File: src/rtl/core/assert_macros.svh
// ----------------------------------------------------------------------------
// assert_macros.svh
// Shared concurrent assertion macros for the frame transmitter RTL.
// ----------------------------------------------------------------------------
`ifndef ASSERT_MACROS_SVH
`define ASSERT_MACROS_SVH

// Same-cycle implication, disabled while reset is asserted.
`define ASSERT_IMPLIES(name, clk, rst_n, ante, cons) \
  name: assert property (@(posedge clk) disable iff (!rst_n) (ante) |-> (cons)) \
    else $error("assertion failed: same-cycle implication");

// Next-cycle implication, disabled while reset is asserted.
`define ASSERT_NEXT(name, clk, rst_n, ante, cons) \
  name: assert property (@(posedge clk) disable iff (!rst_n) (ante) |=> (cons)) \
    else $error("assertion failed: next-cycle implication");

`endif

File: src/rtl/core/ootx_pkg.sv
// ----------------------------------------------------------------------------
// ootx_pkg
// Types and constants shared by the on/off keyed frame transmitter.
// ----------------------------------------------------------------------------
package ootx_pkg;

  // Address symbols per frame (two bits each) and timer width
  localparam int AddressSymbols = 26;
  localparam int TimerBits      = 16;
  localparam int AddrBits       = 2 * AddressSymbols;
  localparam int AddrRegBits    = 52;
  localparam int PayloadBits    = 6;
  localparam logic [31:0] TimerMax = 32'((64'd1 << TimerBits) - 64'd1);

  // Stream widths
  localparam int InDataW  = 16;
  localparam int OutDataW = 8;

  // Configuration port
  localparam int CfgAddrW = 3;
  localparam int CfgDataW = 52;
  localparam logic [CfgAddrW-1:0] CfgShortTicks  = 3'd0;
  localparam logic [CfgAddrW-1:0] CfgLongTicks   = 3'd1;
  localparam logic [CfgAddrW-1:0] CfgInitTicks   = 3'd2;
  localparam logic [CfgAddrW-1:0] CfgGapTicks    = 3'd3;
  localparam logic [CfgAddrW-1:0] CfgAddressCode = 3'd4;

  // Register reset values
  localparam logic [15:0] ShortTicksRst = 16'd200;
  localparam logic [15:0] LongTicksRst  = 16'd1000;
  localparam logic [15:0] InitTicksRst  = 16'd2000;
  localparam logic [15:0] GapTicksRst   = 16'd8000;
  localparam logic [AddrRegBits-1:0] AddressCodeRst = 52'd3098127414377403;

  // Item kind carried in tuser
  localparam logic ModeTick  = 1'b0;
  localparam logic ModeStart = 1'b1;

  typedef enum logic [1:0] {
    PartInit    = 2'd0,
    PartAddr    = 2'd1,
    PartPayload = 2'd2,
    PartEnd     = 2'd3
  } frame_part_e;

  // One input beat, unpacked
  typedef struct packed {
    logic       mode;
    logic [1:0] switch_state;
    logic [1:0] group_code;
    logic [1:0] unit_code;
    logic [7:0] repeat_count;
  } item_t;

  // One result beat
  typedef struct packed {
    logic start_rejected;
    logic command_done;
    logic busy_res;
    logic line_level;
  } result_t;

  // Clamp a segment length: zero lasts one tick, saturate at the timer max
  function automatic logic [TimerBits-1:0] fit_timer(input logic [15:0] v);
    logic [31:0] w;
    w = 32'(v);
    if (w == 32'd0) w = 32'd1;
    if (w > TimerMax) w = TimerMax;
    return w[TimerBits-1:0];
  endfunction

endpackage

File: src/rtl/core/ootx_seq.sv
// ----------------------------------------------------------------------------
// ootx_seq
// Frame sequencer: config registers, segment timer and frame position.
// Updates once per accepted beat and returns that beat's result.
// ----------------------------------------------------------------------------
`include "assert_macros.svh"

module ootx_seq (
  input  logic                                clk_i,
  input  logic                                rst_ni,
  // config writes
  input  logic                                cfg_we_i,
  input  logic [ootx_pkg::CfgAddrW-1:0]       cfg_addr_i,
  input  logic [ootx_pkg::CfgDataW-1:0]       cfg_data_i,
  // accepted item
  input  logic                                item_valid_i,
  input  ootx_pkg::item_t                     item_i,
  output ootx_pkg::result_t                   result_o
);

  localparam int Tb = ootx_pkg::TimerBits;

  // Config registers
  logic [15:0] short_q, long_q, init_q, gap_q;
  logic [ootx_pkg::AddrRegBits-1:0] addr_code_q;

  // Sequencer state
  logic                   active_q, active_d;
  logic [Tb-1:0]          ticks_q, ticks_d;
  logic [5:0]             bp_q, bp_d;
  ootx_pkg::frame_part_e  part_q, part_d;
  logic [1:0]             seg_q, seg_d;
  logic [7:0]             reps_q, reps_d;
  logic [ootx_pkg::PayloadBits-1:0] payload_q, payload_d;

  // Bit being sent at a given frame position
  function automatic logic cur_bit(input ootx_pkg::frame_part_e part,
                                   input logic [5:0] bp,
                                   input logic [ootx_pkg::AddrRegBits-1:0] code,
                                   input logic [ootx_pkg::PayloadBits-1:0] pl);
    logic [6:0] k;
    logic [2:0] pidx;
    logic       b;
    k    = 7'(ootx_pkg::AddrBits - 1) - {1'b0, bp};
    pidx = 3'd5 - bp[2:0];
    b    = 1'b0;
    if (part == ootx_pkg::PartAddr) begin
      if (k < 7'(ootx_pkg::AddrRegBits)) b = code[k[5:0]];
    end else if (part == ootx_pkg::PartPayload) begin
      if (pidx <= 3'd5) b = pl[pidx];
    end
    return b;
  endfunction

  // Clamped length of a segment
  function automatic logic [Tb-1:0] seg_len(input ootx_pkg::frame_part_e part,
                                            input logic [1:0] seg,
                                            input logic bit_val,
                                            input logic [15:0] s_t,
                                            input logic [15:0] l_t,
                                            input logic [15:0] i_t,
                                            input logic [15:0] g_t);
    logic [15:0] len;
    if (part == ootx_pkg::PartInit) begin
      len = (seg == 2'd0) ? s_t : i_t;
    end else if (part == ootx_pkg::PartEnd) begin
      len = (seg == 2'd0) ? s_t : g_t;
    end else if (seg == 2'd1) begin
      len = bit_val ? l_t : s_t;
    end else if (seg == 2'd3) begin
      len = bit_val ? s_t : l_t;
    end else begin
      len = s_t;
    end
    return ootx_pkg::fit_timer(len);
  endfunction

  // Config register writes
  always_ff @(posedge clk_i or negedge rst_ni) begin
    if (!rst_ni) begin
      short_q     <= ootx_pkg::ShortTicksRst;
      long_q      <= ootx_pkg::LongTicksRst;
      init_q      <= ootx_pkg::InitTicksRst;
      gap_q       <= ootx_pkg::GapTicksRst;
      addr_code_q <= ootx_pkg::AddressCodeRst;
    end else if (cfg_we_i) begin
      case (cfg_addr_i)
        ootx_pkg::CfgShortTicks:  short_q     <= cfg_data_i[15:0];
        ootx_pkg::CfgLongTicks:   long_q      <= cfg_data_i[15:0];
        ootx_pkg::CfgInitTicks:   init_q      <= cfg_data_i[15:0];
        ootx_pkg::CfgGapTicks:    gap_q       <= cfg_data_i[15:0];
        ootx_pkg::CfgAddressCode: addr_code_q <= cfg_data_i[ootx_pkg::AddrRegBits-1:0];
        default: ;
      endcase
    end
  end

  // Next state and result for one beat
  always_comb begin
    logic       frame_end;
    logic [1:0] last_seg;
    logic       nb;
    active_d  = active_q;
    ticks_d   = ticks_q;
    bp_d      = bp_q;
    part_d    = part_q;
    seg_d     = seg_q;
    reps_d    = reps_q;
    payload_d = payload_q;
    result_o  = '0;
    frame_end = 1'b0;
    last_seg  = ((part_q == ootx_pkg::PartInit) || (part_q == ootx_pkg::PartEnd)) ? 2'd1 : 2'd3;
    nb        = 1'b0;

    if (item_valid_i) begin
      if (item_i.mode == ootx_pkg::ModeStart) begin
        if (active_q) begin
          result_o.start_rejected = 1'b1;
          result_o.busy_res       = 1'b1;
        end else begin
          payload_d = {item_i.switch_state, item_i.group_code, item_i.unit_code};
          if (item_i.repeat_count == 8'd0) begin
            result_o.command_done = 1'b1;
          end else begin
            reps_d            = item_i.repeat_count;
            active_d          = 1'b1;
            result_o.busy_res = 1'b1;
            part_d            = ootx_pkg::PartInit;
            seg_d             = 2'd0;
            bp_d              = 6'd0;
            ticks_d           = ootx_pkg::fit_timer(short_q);
          end
        end
      end else if (active_q) begin
        result_o.busy_res   = 1'b1;
        result_o.line_level = ~seg_q[0];
        if (ticks_q > Tb'(1)) begin
          ticks_d = ticks_q - Tb'(1);
        end else begin
          // step to the next segment
          if (seg_q < last_seg) begin
            seg_d = seg_q + 2'd1;
          end else begin
            seg_d = 2'd0;
            case (part_q)
              ootx_pkg::PartInit: begin
                part_d = ootx_pkg::PartAddr;
                bp_d   = 6'd0;
              end
              ootx_pkg::PartAddr: begin
                if (({1'b0, bp_q} + 7'd1) < 7'(ootx_pkg::AddrBits)) begin
                  bp_d = bp_q + 6'd1;
                end else begin
                  part_d = ootx_pkg::PartPayload;
                  bp_d   = 6'd0;
                end
              end
              ootx_pkg::PartPayload: begin
                if (bp_q < 6'd5) begin
                  bp_d = bp_q + 6'd1;
                end else begin
                  part_d = ootx_pkg::PartEnd;
                  bp_d   = 6'd0;
                end
              end
              default: frame_end = 1'b1;
            endcase
          end

          if (!frame_end) begin
            nb      = cur_bit(part_d, bp_d, addr_code_q, payload_q);
            ticks_d = seg_len(part_d, seg_d, nb, short_q, long_q, init_q, gap_q);
          end else begin
            reps_d = reps_q - 8'd1;
            part_d = ootx_pkg::PartInit;
            seg_d  = 2'd0;
            bp_d   = 6'd0;
            if (reps_d == 8'd0) begin
              active_d              = 1'b0;
              result_o.command_done = 1'b1;
              ticks_d               = '0;
            end else begin
              ticks_d = ootx_pkg::fit_timer(short_q);
            end
          end
        end
      end
    end
  end

  // State registers
  always_ff @(posedge clk_i or negedge rst_ni) begin
    if (!rst_ni) begin
      active_q  <= 1'b0;
      ticks_q   <= '0;
      bp_q      <= '0;
      part_q    <= ootx_pkg::PartInit;
      seg_q     <= '0;
      reps_q    <= '0;
      payload_q <= '0;
    end else begin
      active_q  <= active_d;
      ticks_q   <= ticks_d;
      bp_q      <= bp_d;
      part_q    <= part_d;
      seg_q     <= seg_d;
      reps_q    <= reps_d;
      payload_q <= payload_d;
    end
  end

  // Checks
  `ASSERT_IMPLIES(a_timer_loaded, clk_i, rst_ni, active_q, ticks_q != '0)
  `ASSERT_IMPLIES(a_idle_parked, clk_i, rst_ni, !active_q,
                  (part_q == ootx_pkg::PartInit) && (seg_q == 2'd0) && (bp_q == 6'd0))
  `ASSERT_IMPLIES(a_pulse_two_segs, clk_i, rst_ni,
                  (part_q == ootx_pkg::PartInit) || (part_q == ootx_pkg::PartEnd),
                  seg_q <= 2'd1)
  `ASSERT_NEXT(a_reject_keeps_busy, clk_i, rst_ni,
               item_valid_i && (item_i.mode == ootx_pkg::ModeStart) && active_q, active_q)

endmodule

File: src/rtl/core/ootx_skid.sv
// ----------------------------------------------------------------------------
// ootx_skid
// Output register plus one skid entry for the result stream; ready to the
// upstream side comes from a register only.
// ----------------------------------------------------------------------------
`include "assert_macros.svh"

module ootx_skid (
  input  logic              clk_i,
  input  logic              rst_ni,
  input  logic              in_valid_i,
  output logic              in_ready_o,
  input  ootx_pkg::result_t in_data_i,
  output logic              out_valid_o,
  input  logic              out_ready_i,
  output ootx_pkg::result_t out_data_o
);

  logic              out_valid_q, skid_valid_q;
  ootx_pkg::result_t out_q, skid_q;
  logic              in_fire, slot_free;

  assign in_ready_o  = ~skid_valid_q;
  assign in_fire     = in_valid_i & in_ready_o;
  assign slot_free   = ~out_valid_q | out_ready_i;
  assign out_valid_o = out_valid_q;
  assign out_data_o  = out_q;

  // Valid flags
  always_ff @(posedge clk_i or negedge rst_ni) begin
    if (!rst_ni) begin
      out_valid_q  <= 1'b0;
      skid_valid_q <= 1'b0;
    end else if (slot_free) begin
      out_valid_q  <= skid_valid_q | in_fire;
      skid_valid_q <= 1'b0;
    end else if (in_fire) begin
      skid_valid_q <= 1'b1;
    end
  end

  // Payload
  always_ff @(posedge clk_i) begin
    if (slot_free) begin
      out_q <= skid_valid_q ? skid_q : in_data_i;
    end else if (in_fire) begin
      skid_q <= in_data_i;
    end
  end

  // Checks
  `ASSERT_IMPLIES(a_skid_behind_out, clk_i, rst_ni, skid_valid_q, out_valid_q)
  `ASSERT_NEXT(a_stall_to_skid, clk_i, rst_ni, in_fire && out_valid_q && !out_ready_i,
               skid_valid_q)
  `ASSERT_NEXT(a_skid_drains, clk_i, rst_ni, skid_valid_q && out_ready_i,
               out_valid_q && !skid_valid_q)

endmodule

File: src/rtl/core/ook_remote_frame_transmitter.sv
// ----------------------------------------------------------------------------
// ook_remote_frame_transmitter
// On/off keyed remote frame transmitter: one tick item in, one line level out.
// ----------------------------------------------------------------------------
// Channel  Dir  Handshake                     Contents
// s_axis   in   s_axis_tvalid/s_axis_tready   tuser: mode; tdata: command
// m_axis   out  m_axis_tvalid/m_axis_tready   tdata: level/busy/reject; tlast: done
// cfg      in   cfg_valid_i/cfg_ready_o       cfg_addr_i index, cfg_data_i value
//
// One beat is accepted per cycle while s_axis_tready is high; its result is
// registered, in the skid entry while m_axis stalls. The whole update (timer
// count, segment step, next segment length) sits between beat and result register.
// s_axis_tready falls only while the skid entry holds a stalled result.
// Reset loads the default timings and address and parks the sequencer idle.
// Config writes are always taken (cfg_ready_o is tied high).
// ----------------------------------------------------------------------------
module ook_remote_frame_transmitter (
  input  logic                              clk_i,
  input  logic                              rst_ni,
  // input stream
  input  logic                              s_axis_tvalid,
  output logic                              s_axis_tready,
  // [1:0] switch_state, [3:2] group_code, [5:4] unit_code, [13:6] repeat_count
  input  logic [ootx_pkg::InDataW-1:0]      s_axis_tdata,
  // [0] mode
  input  logic                              s_axis_tuser,
  // result stream
  output logic                              m_axis_tvalid,
  input  logic                              m_axis_tready,
  // [0] line_level, [1] busy_res, [2] start_rejected
  output logic [ootx_pkg::OutDataW-1:0]     m_axis_tdata,
  // command_done
  output logic                              m_axis_tlast,
  // config write channel
  input  logic                              cfg_valid_i,
  output logic                              cfg_ready_o,
  input  logic [ootx_pkg::CfgAddrW-1:0]     cfg_addr_i,
  input  logic [ootx_pkg::CfgDataW-1:0]     cfg_data_i
);

  ootx_pkg::item_t   item;
  ootx_pkg::result_t result, out_res;
  logic              in_fire;

  assign cfg_ready_o = 1'b1;
  assign in_fire     = s_axis_tvalid & s_axis_tready;

  // Unpack the input beat
  assign item.mode         = s_axis_tuser;
  assign item.switch_state = s_axis_tdata[1:0];
  assign item.group_code   = s_axis_tdata[3:2];
  assign item.unit_code    = s_axis_tdata[5:4];
  assign item.repeat_count = s_axis_tdata[13:6];

  ootx_seq u_seq (
    .clk_i        (clk_i),
    .rst_ni       (rst_ni),
    .cfg_we_i     (cfg_valid_i & cfg_ready_o),
    .cfg_addr_i   (cfg_addr_i),
    .cfg_data_i   (cfg_data_i),
    .item_valid_i (in_fire),
    .item_i       (item),
    .result_o     (result)
  );

  ootx_skid u_skid (
    .clk_i       (clk_i),
    .rst_ni      (rst_ni),
    .in_valid_i  (s_axis_tvalid),
    .in_ready_o  (s_axis_tready),
    .in_data_i   (result),
    .out_valid_o (m_axis_tvalid),
    .out_ready_i (m_axis_tready),
    .out_data_o  (out_res)
  );

  // Pack the result beat
  assign m_axis_tdata = {5'b0, out_res.start_rejected, out_res.busy_res, out_res.line_level};
  assign m_axis_tlast = out_res.command_done;

endmodule
File: config.mk
export PLATFORM = sky130hd
export DESIGN_NAME = ook_remote_frame_transmitter
export DESIGN_NICKNAME = d
export VERILOG_FILES = /design/src/rtl/core/ootx_pkg.sv /design/src/rtl/core/ootx_seq.sv /design/src/rtl/core/ootx_skid.sv /design/src/rtl/core/ook_remote_frame_transmitter.sv
export VERILOG_INCLUDE_DIRS = /design/src /design/src/rtl/core
export SDC_FILE = /design/constraint.sdc
export NUM_CORES = 1
export LEC_CHECK = 0
export ABC_AREA = 0
export ABC_CLOCK_PERIOD_IN_PS = 15600
export BUFFER_PORTS_ARGS = -buffer_cell sky130_fd_sc_hd__buf_2
export CORE_MARGIN = 4
export CORE_UTILIZATION = 35
export DETAILED_ROUTE_END_ITERATION = 16
export SLEW_MARGIN = 15
export SYNTH_ARGS = -nofsm -noshare
export SYNTH_HDL_FRONTEND = slang
export SYNTH_SLANG_ARGS = --single-unit
File: constraint.sdc
create_clock -name clk_i -period 15.6 [get_ports clk_i]
set_input_delay 1.56 -clock clk_i [delete_from_list [all_inputs] [get_ports clk_i]]
set_output_delay 1.56 -clock clk_i [all_outputs]
set_load 0.02 [all_outputs]
==> results.rst <==
.. list-table::
   :header-rows: 1

   * - Metric
     - Value
   * - Number of buffers added on ports
     - 80
   * - DP Worst Slack
     - 9.091 ns
   * - Largest driver fanout on the critical path
     - 16
   * - Combinational share of power
     - 0.439
   * - Worst path top cell family by delay
     - compound AO/OA/AOI/OAI gates
   * - Worst setup EP type
     - register
   * - Global routing met3 resource utilization
     - 0.02514
   * - Type of the tightest min-delay check
     - reg -> reg
   * - Layout cells sized above 1
     - 0.3011
   * - Cell Area, Synth
     - 0.009535 mm2
   * - Count of unresolved DRC violations after routing
     - 0
   * - Antenna diode count
     - 0
   * - Reg clk slew, reported paths
     - 0.08 ns
   * - Horizontal die dimension
     - 173.1 um
   * - Library cell with the highest instance count after synthesis
     - sky130_fd_sc_hd__mux2_2
   * - Iter 0 DRT Violations
     - 648
   * - Mean number of vias per cell
     - 5.542
   * - Switching portion of total power
     - 0.4274
   * - Peak-usage layer in the global routing report
     - met2
   * - Flip-flop and latch count after synthesis
     - 167
   * - CP max stage cell
     - sky130_fd_sc_hd__a221oi_2
   * - Period utilisation layout
     - 0.4250
   * - Final setup margin
     - 8.969 ns
   * - Top-level I/O count
     - 89
   * - Required time at the worst-slack endpoint
     - 15.96 ns
   * - Area leader, netlist
     - sky130_fd_sc_hd__dfrtp_1
   * - Total GRT Usage
     - 0.1653
   * - Final GP Congestion
     - 0.8754
   * - Post-DP HPWL
     - 17.44 mm
   * - Number of antenna violations at the first check in global routing
     - 0
   * - Global-route met2 utilization
     - 0.2520
   * - Arrival time at the worst endpoint
     - 6.99 ns
   * - Number of vias after detailed routing
     - 7448
   * - Int Power
     - 1120 uW
   * - Core region area
     - 0.02688 mm2
   * - Area grow syn2layout
     - 13.23%
   * - Cell count after synthesis
     - 935
   * - Worst Hold Margin
     - 0.5075 ns
   * - Final setup violation count
     - 0
   * - Final WL
     - 24.74 mm
   * - Number of enable flip-flop cells after synthesis
     - 8
   * - Cell area after layout
     - 0.01080 mm2
   * - Reported net switching power
     - 836.0 uW
   * - Final Non-Filler Cells
     - 1344
   * - Number of global-route vias before repair
     - 7272
   * - Synth warn
     - 0
   * - Unrepaired setup endpoints after global routing
     - false
   * - CTS H-Tree Depth
     - 4
   * - Top achievable clock speed
     - 0.1508 GHz
   * - Max VDD drop
     - 78.66 uV
   * - Antenna-violating nets left
     - 0
   * - Root Buffer
     - sky130_fd_sc_hd__clkbuf_16
   * - CTS buffer count
     - 17
   * - Number of pins exceeding their max-slew limit in the final report
     - 0
   * - Relative contribution of the clock network to total power
     - 0.225
   * - Post-cts repair resize count
     - 0
   * - Post-cts hold buffer count
     - 0
   * - Std cell rows
     - 60
   * - Overall overflow remaining after global route
     - 0
   * - Routed len/inst
     - 18.41 um
   * - Run status
     - complete, no violations
   * - Dpl cell area
     - 0.01018 mm2
   * - Register area share after synthesis
     - 0.4481
   * - Cell Chain, Critical Path
     - inv_1, ha_1, inv_1, ha_1, a21o_1, nand2b_1, o311ai_0, o31ai_1, and2_1, inv_2, ha_1, inv_1, a211oi_1, nand2_1, o22a_1, nor4bb_1, or4_4, a221oi_2, a221oi_1, o21a_1, a211o_1, a21oi_1
   * - Max Clock Skew
     - 0.01667 ns
   * - Netlist cell types
     - 85
   * - Part of the power in registers
     - 0.336
   * - Main area contributors after synthesis
     - sky130_fd_sc_hd__dfrtp_1, sky130_fd_sc_hd__mux2_2, sky130_fd_sc_hd__dfstp_2
   * - Worst setup path category
     - reg -> reg
   * - Initial cell density of the core
     - 0.3548
   * - Final layout net count
     - 1082
   * - Cell Pwr Density
     - 181.1 mW/mm2
   * - Number of iterations in the first detailed-routing pass
     - 8
   * - Setup tns final
     - 0 ns
   * - Placed Instances
     - 1312
   * - Static Leakage
     - 0.004358 uW
   * - Synthesized area per cell
     - 10.20 um2
   * - Wire length of the first global-routing pass
     - 40.65 mm
   * - Final Hold Fails
     - 0
   * - CTS sink cnt
     - 167
   * - Primary FF master, synth
     - sky130_fd_sc_hd__dfrtp_1
   * - Clock tree from TritonCTS
     - yes
   * - Met1 track demand over resource
     - 0.2514
   * - Clk Latency, worst-skew pair
     - 0.44 ns
   * - Maximum cell stage delay along the critical path
     - 0.67 ns
   * - Minimum clock period after layout
     - 6.631 ns
   * - Bufs and invs on worst path
     - 4
   * - Largest net degree at the start of global routing
     - 105
   * - Reported max-cap violation count
     - 0
   * - Die extent in y
     - 173.1 um
   * - Tightest Pin Transition
     - 0.9753 ns
   * - Share of flip-flops with an asynchronous set or reset after synthesis
     - 0.9521
   * - Buffer levels on the longest clock path
     - 2
   * - Portion of synthesized cell area occupied by the leading cell type
     - 0.3044
   * - Die Area
     - 0.02995 mm2
   * - Buffer count from post-CTS setup fixing
     - 0
   * - Most common library cells after synthesis
     - sky130_fd_sc_hd__mux2_2, sky130_fd_sc_hd__dfrtp_1, sky130_fd_sc_hd__nor2_1, sky130_fd_sc_hd__nand2_1, sky130_fd_sc_hd__a21oi_1
   * - Type of element launching the critical path
     - register
   * - Max transition margin
     - 0.3474
## layout make-up
class | instances | area, um2
multi-input combinational | 686 | 4903
timing repair buffer | 88 | 466.7
fill | 2639 | 16080
tap | 341 | 426.7
clock buffer | 17 | 425.4
inverter | 30 | 115.1
sequential | 167 | 4273
clock inverter | 15 | 186.4
## per-stage QoR
stage	power (uW)	utilization
2_1_floorplan	1304	-
3_3_place_gp	1502	0.3790
3_5_place_dp	1511	0.3790
4_1_cts	1958	0.4017
5_1_grt	2094	0.4017
6_report	1956	0.4017
## flip-flops by register name (all words and copies together) (netlist names), 4 cells and up
name / cells
u_skid.out_data_o: 4
u_seq.gap_q: 16
u_seq.ticks_q: 16
u_seq.bp_q: 6
u_seq.long_q: 16
u_seq.short_q: 16
u_skid.skid_q: 4
u_seq.reps_q: 8
u_seq.init_q: 16
u_seq.payload_q: 6
u_seq.addr_code_q: 52
## layer usage
layer  share of wire  wire [um]  vias to the layer above
met2            0.45      11140                      202
li1                -          -                     3564
met5               0          0                        -
met4          0.0059        147                        0
met1            0.50      12350                     3670
met3           0.045       1111                       12
## power by group through the flow
stage | clock network (uW) | logic [uW] | registers [uW]
after floorplan | 0 | 676 | 627
after global placement | 0 | 843 | 658
after detailed placement | 0 | 849 | 662
after CTS | 448 | 855 | 654
after global routing | 469 | 953 | 672
final | 440 | 859 | 657
## layout by cell type, fill, tap and decap left out, types with 8 or more instances in the layout
cell type,synthesis,layout
sky130_fd_sc_hd__dfrtp_1,116,116
sky130_fd_sc_hd__mux2i_1,19,19
sky130_fd_sc_hd__nor4_1,11,11
sky130_fd_sc_hd__a21oi_1,57,57
sky130_fd_sc_hd__clkbuf_16,0,17
sky130_fd_sc_hd__nor2_1,72,71
sky130_fd_sc_hd__nor3_1,27,25
sky130_fd_sc_hd__mux2_2,118,118
sky130_fd_sc_hd__xor2_1,12,12
sky130_fd_sc_hd__a21o_1,8,8
sky130_fd_sc_hd__buf_4,8,8
sky130_fd_sc_hd__a221oi_1,9,9
sky130_fd_sc_hd__edfxtp_1,8,8
sky130_fd_sc_hd__inv_1,27,27
sky130_fd_sc_hd__o22ai_1,9,9
sky130_fd_sc_hd__buf_2,5,79
sky130_fd_sc_hd__a22oi_1,17,17
sky130_fd_sc_hd__o21ai_0,54,54
sky130_fd_sc_hd__xnor2_1,9,9
sky130_fd_sc_hd__nand3_1,17,17
sky130_fd_sc_hd__nor2b_1,12,12
sky130_fd_sc_hd__a211oi_1,11,11
sky130_fd_sc_hd__dfstp_2,43,43
sky130_fd_sc_hd__nand2_1,69,69
sky130_fd_sc_hd__ha_1,15,15
sky130_fd_sc_hd__a31oi_1,10,10
## cell families (layout without fill, tap and decap cells)
family                   count (synthesis)  in the layout  synth area share
AO/OA/AOI/OAI                          247            247            0.1775
XOR/XNOR                                21             21           0.01929
buffers and inverters                   86            150           0.04107
multiplexers                           138            138            0.1609
other                                    2              6         0.0007876
AND/OR/NAND/NOR                        259            259            0.1327
adder cells (fa/ha/maj)                 15             15           0.01968
flip-flops                             167            167            0.4481
## worst register-to-register path: stages (launching register included)
cell                       delay [ns]
sky130_fd_sc_hd__dfrtp_1         0.44
sky130_fd_sc_hd__inv_1           0.12
sky130_fd_sc_hd__ha_1            0.28
sky130_fd_sc_hd__inv_1           0.04
sky130_fd_sc_hd__ha_1            0.30
sky130_fd_sc_hd__a21o_1          0.25
sky130_fd_sc_hd__nand2b_1        0.55
sky130_fd_sc_hd__o311ai_0        0.21
sky130_fd_sc_hd__o31ai_1         0.10
sky130_fd_sc_hd__and2_1          0.56
sky130_fd_sc_hd__inv_2           0.21
sky130_fd_sc_hd__ha_1            0.40
sky130_fd_sc_hd__inv_1           0.11
sky130_fd_sc_hd__a211oi_1        0.40
sky130_fd_sc_hd__nand2_1         0.11
sky130_fd_sc_hd__o22a_1          0.22
sky130_fd_sc_hd__nor4bb_1        0.15
sky130_fd_sc_hd__or4_4           0.57
sky130_fd_sc_hd__a221oi_2        0.67
sky130_fd_sc_hd__a221oi_1        0.28
sky130_fd_sc_hd__o21a_1          0.24
sky130_fd_sc_hd__a211o_1         0.26
sky130_fd_sc_hd__a21oi_1         0.12
## worst paths after layout
path / end / slack, ns / from / cells past startpoint
min: u_seq.payload_q[5] / 0.51 / u_seq.payload_q[5] / 1
max reg2reg: u_seq.ticks_q[8] / 8.97 / u_seq.part_q[1] / 22
min in group asynchronous: u_seq.addr_code_q[41] / 1.23 / rst_ni / 1
max in group asynchronous: u_seq.reps_q[6] / 13.03 / rst_ni / 2
min reg2reg: u_seq.payload_q[5] / 0.51 / u_seq.payload_q[5] / 1
max: u_seq.ticks_q[8] / 8.97 / u_seq.part_q[1] / 22
No activity file was read; power rests on OpenSTA's default activity.
